## config.mk

```make
export PLATFORM = sky130hd
export DESIGN_NAME = sax_fifo
export DESIGN_NICKNAME = d
export VERILOG_FILES = /design/src/rtl/sax_pkg.sv /design/src/rtl/sax_fifo.sv
export SDC_FILE = /design/constraint.sdc
export NUM_CORES = 1
export LEC_CHECK = 0
export BUFFER_PORTS_ARGS = -buffer_cell sky130_fd_sc_hd__buf_2
export CORE_MARGIN = 3
export CORE_UTILIZATION = 45
export DETAILED_ROUTE_END_ITERATION = 6
export PLACE_DENSITY_LB_ADDON = 0.12
export SYNTH_ARGS = -nofsm -noshare
export SYNTH_HDL_FRONTEND = slang
export SYNTH_SLANG_ARGS = --single-unit
```

## constraint.sdc

```tcl
create_clock -name i_clk -period 2.72 [get_ports i_clk]
set_clock_uncertainty 0.1 [all_clocks]
set_input_delay 0.272 -clock i_clk [delete_from_list [all_inputs] [get_ports i_clk]]
set_output_delay 0.272 -clock i_clk [all_outputs]
set_load 0.01 [all_outputs]
```

## src/rtl/sax_pkg.sv

```systemverilog
// Shared constants, types and breakpoint table for the SAX series encoder
`default_nettype none
package sax_pkg;

    localparam int SEGMENTS_DEF       = 14;
    localparam int SYMBOL_BITS        = 8;
    localparam int MAX_SEG_LEN_DEF    = 4095;
    localparam int QUEUE_DEPTH_DEF    = 4;
    localparam int SAMPLE_W           = 32;
    localparam int SEG_LEN_W          = 12;
    localparam int SCALE_W            = 25;
    localparam int SCALE_FRAC         = 24;
    localparam int SUM_W              = 44;
    localparam int IDX_W              = 4;
    localparam int BP_HALF            = 127;
    localparam int BP_COUNT           = 255;

    localparam logic [0:0] REG_SEG_LENGTH = 1'b0;
    localparam logic [0:0] REG_SEG_SCALE  = 1'b1;

    localparam logic [SEG_LEN_W-1:0] SEG_LEN_RESET = 12'd10;
    localparam logic [SCALE_W-1:0]   SCALE_RESET   = 25'd1677722;

    typedef struct packed {
        logic                    last;
        logic [IDX_W-1:0]        index;
        logic signed [SUM_W-1:0] sum;
    } t_seg_beat;

    // Positive breakpoints, units of 1e-8
    function automatic logic [27:0] bp_pos(input logic [6:0] i);
        logic [27:0] v;
        case (i)
            7'd0: v = 28'd979167;    7'd1: v = 28'd1958429;   7'd2: v = 28'd2937878;
            7'd3: v = 28'd3917609;   7'd4: v = 28'd4897716;   7'd5: v = 28'd5878294;
            7'd6: v = 28'd6859437;   7'd7: v = 28'd7841241;   7'd8: v = 28'd8823802;
            7'd9: v = 28'd9807215;   7'd10: v = 28'd10791578; 7'd11: v = 28'd11776987;
            7'd12: v = 28'd12763542; 7'd13: v = 28'd13751340; 7'd14: v = 28'd14740482;
            7'd15: v = 28'd15731068; 7'd16: v = 28'd16723201; 7'd17: v = 28'd17716982;
            7'd18: v = 28'd18712516; 7'd19: v = 28'd19709908; 7'd20: v = 28'd20709265;
            7'd21: v = 28'd21710695; 7'd22: v = 28'd22714306; 7'd23: v = 28'd23720211;
            7'd24: v = 28'd24728522; 7'd25: v = 28'd25739353; 7'd26: v = 28'd26752821;
            7'd27: v = 28'd27769044; 7'd28: v = 28'd28788143; 7'd29: v = 28'd29810241;
            7'd30: v = 28'd30835463; 7'd31: v = 28'd31863936; 7'd32: v = 28'd32895791;
            7'd33: v = 28'd33931161; 7'd34: v = 28'd34970180; 7'd35: v = 28'd36012989;
            7'd36: v = 28'd37059729; 7'd37: v = 28'd38110545; 7'd38: v = 28'd39165587;
            7'd39: v = 28'd40225007; 7'd40: v = 28'd41288960; 7'd41: v = 28'd42357608;
            7'd42: v = 28'd43431116; 7'd43: v = 28'd44509652; 7'd44: v = 28'd45593392;
            7'd45: v = 28'd46682512; 7'd46: v = 28'd47777199; 7'd47: v = 28'd48877641;
            7'd48: v = 28'd49984034; 7'd49: v = 28'd51096581; 7'd50: v = 28'd52215488;
            7'd51: v = 28'd53340971; 7'd52: v = 28'd54473251; 7'd53: v = 28'd55612559;
            7'd54: v = 28'd56759132; 7'd55: v = 28'd57913216; 7'd56: v = 28'd59075066;
            7'd57: v = 28'd60244945; 7'd58: v = 28'd61423129; 7'd59: v = 28'd62609901;
            7'd60: v = 28'd63805558; 7'd61: v = 28'd65010407; 7'd62: v = 28'd66224768;
            7'd63: v = 28'd67448975; 7'd64: v = 28'd68683375; 7'd65: v = 28'd69928330;
            7'd66: v = 28'd71184220; 7'd67: v = 28'd72451438; 7'd68: v = 28'd73730400;
            7'd69: v = 28'd75021538; 7'd70: v = 28'd76325304; 7'd71: v = 28'd77642176;
            7'd72: v = 28'd78972652; 7'd73: v = 28'd80317257; 7'd74: v = 28'd81676542;
            7'd75: v = 28'd83051088; 7'd76: v = 28'd84441508; 7'd77: v = 28'd85848447;
            7'd78: v = 28'd87272589; 7'd79: v = 28'd88714656; 7'd80: v = 28'd90175411;
            7'd81: v = 28'd91655667; 7'd82: v = 28'd93156283; 7'd83: v = 28'd94678176;
            7'd84: v = 28'd96222320; 7'd85: v = 28'd97789754; 7'd86: v = 28'd99381591;
            7'd87: v = 28'd100999017; 7'd88: v = 28'd102643306; 7'd89: v = 28'd104315826;
            7'd90: v = 28'd106018048; 7'd91: v = 28'd107751557; 7'd92: v = 28'd109518065;
            7'd93: v = 28'd111319428; 7'd94: v = 28'd113157656; 7'd95: v = 28'd115034938;
            7'd96: v = 28'd116953661; 7'd97: v = 28'd118916435; 7'd98: v = 28'd120926123;
            7'd99: v = 28'd122985876; 7'd100: v = 28'd125099172; 7'd101: v = 28'd127269864;
            7'd102: v = 28'd129502241; 7'd103: v = 28'd131801090; 7'd104: v = 28'd134171784;
            7'd105: v = 28'd136620382; 7'd106: v = 28'd139153749; 7'd107: v = 28'd141779714;
            7'd108: v = 28'd144507258; 7'd109: v = 28'd147346758; 7'd110: v = 28'd150310294;
            7'd111: v = 28'd153412054; 7'd112: v = 28'd156668859; 7'd113: v = 28'd160100866;
            7'd114: v = 28'd163732538; 7'd115: v = 28'd167593972; 7'd116: v = 28'd171722812;
            7'd117: v = 28'd176167041; 7'd118: v = 28'd180989224; 7'd119: v = 28'd186273187;
            7'd120: v = 28'd192135077; 7'd121: v = 28'd198742789; 7'd122: v = 28'd206352790;
            7'd123: v = 28'd215387469; 7'd124: v = 28'd226622681; 7'd125: v = 28'd241755902;
            7'd126: v = 28'd266006747;
            default: v = 28'd0;
        endcase
        return v;
    endfunction

    // Signed breakpoint i of 0..254, units of 1e-8
    function automatic logic signed [28:0] breakpoint(input logic [7:0] i);
        logic signed [28:0] v;
        if (i < 8'(BP_HALF)) begin
            v = -$signed({1'b0, bp_pos(7'(8'(BP_HALF - 1) - i))});
        end else if (i == 8'(BP_HALF)) begin
            v = '0;
        end else begin
            v = $signed({1'b0, bp_pos(7'(i - 8'(BP_HALF + 1)))});
        end
        return v;
    endfunction

endpackage
`default_nettype wire

```

## src/rtl/sax_fifo.sv

```systemverilog
// Short queue of closed segments between front and back ends
`default_nettype none
module sax_fifo #(
    parameter int DEPTH = sax_pkg::QUEUE_DEPTH_DEF
) (
    input  wire logic               i_clk,
    input  wire logic               i_rst_n,
    input  wire logic               i_push,
    input  wire sax_pkg::t_seg_beat i_beat,
    output logic                    o_full,
    input  wire logic               i_pop,
    output logic                    o_valid,
    output sax_pkg::t_seg_beat      o_beat
);
    localparam int PW = $clog2(DEPTH);

    sax_pkg::t_seg_beat r_mem [DEPTH];
    logic [PW-1:0]      r_wp, r_rp;
    logic [PW:0]        r_cnt;

    assign o_full  = r_cnt == (PW+1)'(DEPTH);
    assign o_valid = r_cnt != '0;
    assign o_beat  = r_mem[r_rp];

    always_ff @(posedge i_clk) begin
        if (i_push) begin
            r_mem[r_wp] <= i_beat;
        end
    end

    always_ff @(posedge i_clk) begin
        if (!i_rst_n) begin
            r_wp  <= '0;
            r_rp  <= '0;
            r_cnt <= '0;
        end else begin
            if (i_push) begin
                r_wp <= (32'(r_wp) == DEPTH - 1) ? '0 : r_wp + PW'(1);
            end
            if (i_pop) begin
                r_rp <= (32'(r_rp) == DEPTH - 1) ? '0 : r_rp + PW'(1);
            end
            r_cnt <= r_cnt + (PW+1)'(i_push) - (PW+1)'(i_pop);
        end
    end
endmodule
`default_nettype wire

```

==> flow_summary.yaml <==
logic_synthesis:
  synth_commonest_cells: "edfxtp_1 (196), mux4_2 (47), dfxtp_1 (9), ha_1 (7), inv_1 (7)"
  synth-edff-count: 196
  synth_area_um2: 7550
  synth_nets: 361
  ys_top_cells_by_area: "edfxtp_1 (78%), mux4_2 (14%), dfxtp_1 (2.4%)"
  async_flop_share: 0
  yosysSeqAreaShare: 0.803
  post-synth-top-count-cell: "edfxtp_1"
  yosysTopAreaCellShare: 0.779
  synth.yosys.warnings: 0
  syn_avg_cell_area_um2: 25.2
  post-synth-top-area-cell: "edfxtp_1"
  ys_seq_elements: 205
  synth.distinct_cells: 21
  synth_cells: 300
  ys.flop_type: "edfxtp_1"
grt:
  grt_pass1_wl_um: 21300
  antenna_found_initial: 0
  grt_pass1_vias: 3967
  grt_max_degree: 31
  grt.total_usage: 0.150
  overflow: 0
clock_network:
  clock_sinks: 205
  cts_resized: 0
  clock_tree.root_cell: "clkbuf_16"
  cts_hold_buffers: 50
  htree_levels: 1
  cts_setup_buffers: 0
  cts_buffers: 21
  clk_pin_slew_ns: 0.06
  clkLatencyLatePin_ns: 0.48
  cts.path.max_buffers: 3
  tritoncts: "built"
timing:
  final_hold_viol_count: 0
  timing.hold.ws_ns: 0.0490
  rsz0062_at_grt: "no"
  min_period_ns: 2.30
  layout_setup_ws_ns: 0.415
  fin_tns_setup_ns: 0
  slew_violations: 0
  max_slew_margin: 0.625
  post-route-period-util: 0.847
  setup_viol_count_final: 0
  max_freq_mhz: 434
  worstMarginPinSlew_ns: 0.563
pwr:
  swShare: 0.204
  p_total_mw: 6.96
  p_per_area_nw_per_um2: 727
  p_switching_mw: 1.42
  p_clk_frac: 0.379
  p_int_mw: 5.54
  seq_power_share: 0.524
  cellLeakagePower_nw: 3.32
  comb_power_share: 0.097
  peakVddDrop_mv: 0.518
route:
  routed_wl_um: 13500
  wl_per_cell_um: 19.1
  final_antenna_net_count: 0
  via_per_inst: 5.04
  first_pass_iters: 4
  vias: 3557
  drt_iter0_drc: 133
  route.detailed.drc: 0
critical_path:
  path_max_fanout: 13
  crit_path_end_kind: "primary output"
  endpoint: "o_beat[44]"
  r2r-end: "r_cnt[2]$_SDFF_PN0_"
  required_ns: 2.35
  rr_startpoint: "r_cnt[0]$_SDFF_PN0_"
  crit_cells: 3
  crit_arrival_ns: 1.93
  start_kind: "flip-flop"
  critPathBufInv: 2
  crit_path_cell_trace: "buf_4 -> mux4_1 -> buf_2"
  crit_type: "reg -> out"
  reg2regPathDepth: 7
  crit_family: "multiplexers"
  crit_path_top_delay_cell: "mux4_1"
  r2r_slack_ns: 0.89
  critical-path-max-stage-delay_ns: 0.58
placed_design:
  place_hpwl_um: 8200
  place_congestion: 0.693
  port_buffers: 103
  dp_slack_ns: 0.825
outcome:
  outcome: "complete, no violations"
floorplan:
  start_util: 0.467
  ios: 104
  die_h_um: 136
  rows: 46
  die_w_um: 136
  die_area_um2: 18400
  core_area_um2: 16200
hold_path:
  hp-class: "in -> reg"
final_layout:
  antenna_cells: 0
  fillers: 1204
  synthToLayoutAreaGrowth_pct: 26.6
  final_nets: 540
  drive_above_1_share: 0.402
run:
  maxCapViolCount: 0
[final cells by class]
type,instances,area [um^2],area share
multi-input cells,77,1370,0.143
well taps,216,270,0.0283
clock inverters,10,92.6,0.00968
inverters,7,26.3,0.00275
repair buffers,167,1200,0.125
flip-flops and latches,205,6070,0.635
clock buffers,24,537,0.0561
[how the worst min path moves through the flow]
| stage | from | to | slack (ns) | cells after the start |
|---|---|---|---|---|
| global route | i_push | r_wp[1]$_SDFFE_PN0P_ | 0.07 | 3 |
| floorplan | i_beat[0] | r_mem[0][0]$_DFFE_PP_ | 0.27 | 0 |
| finish | i_push | r_wp[1]$_SDFFE_PN0P_ | 0.05 | 3 |
| global placement | i_beat[42] | r_mem[3][42]$_DFFE_PP_ | 0.38 | 1 |
| CTS | i_push | r_wp[1]$_SDFFE_PN0P_ | 0.03 | 3 |
| detailed placement | i_beat[17] | r_mem[1][17]$_DFFE_PP_ | 0.39 | 1 |
[per-stage QoR]
step	cells	instance area [um^2]	utilization
2_1_floorplan	300	7550	-
3_3_place_gp	622	8430	0.521
3_5_place_dp	622	8430	0.521
4_1_cts	706	9560	0.591
5_1_grt	706	9560	0.591
6_report	706	9560	0.591
[cells in the final DEF, fill, tap and decap left out, types with 3 or more instances in the layout]
cell           synthesis  layout
dfxtp_1                9       7
dlygate4sd3_1          0      50
edfxtp_1             196     196
buf_12                 2       6
nor2_1                 3       3
clkbuf_16              0      21
ha_1                   7       7
buf_2                  2     103
clkbuf_1               0       3
inv_1                  7       7
clkinv_1               0       6
and2_2                 0       4
mux4_2                47      47
buf_4                  3       8
[metal layers]
| layer | share of wire | global-route usage | up-vias | routed length [um] |
|---|---|---|---|---|
| met2 | 0.50 | 0.253 | 89 | 6680 |
| met1 | 0.43 | 0.201 | 1824 | 5820 |
| li1 | - | - | 1622 | - |
| met4 | 0.021 | 0.0358 | 0 | 286 |
| met5 | 0 | 0 | - | 0 |
| met3 | 0.052 | 0.0338 | 22 | 704 |
[worst min-delay path, cell delays in order]
cell,delay [ns]
buf_2,0.16
mux2i_1,0.09
nor2_1,0.07
[cell families after synthesis]
kind of cell,count (synthesis),share of synthesized area
buf+inv,18,0.0161
flops,205,0.803
simple gates,15,0.0121
fa+ha+maj,8,0.0142
mux,51,0.150
xor+xnor,1,0.00315
compound gates,2,0.00133
[sequential cells by signal (all words and copies together), names as in the netlist, named ones only]
| name | flops |
|---|---|
| r_mem | 196 |
| r_wp | 2 |
| r_rp | 2 |
| r_cnt | 3 |
[power by group through the flow]
stage / Clock (mW) / Combinational, mW / Sequential, mW
6_report: 2.63 / 0.674 / 3.65
5_1_grt: 2.84 / 0.739 / 3.66
4_1_cts: 2.73 / 0.691 / 3.65
3_5_place_dp: 0 / 0.630 / 3.71
3_3_place_gp: 0 / 0.623 / 3.71
2_1_floorplan: 0 / 0.378 / 3.70
Note: power is estimated with default switching activity, not from simulation.
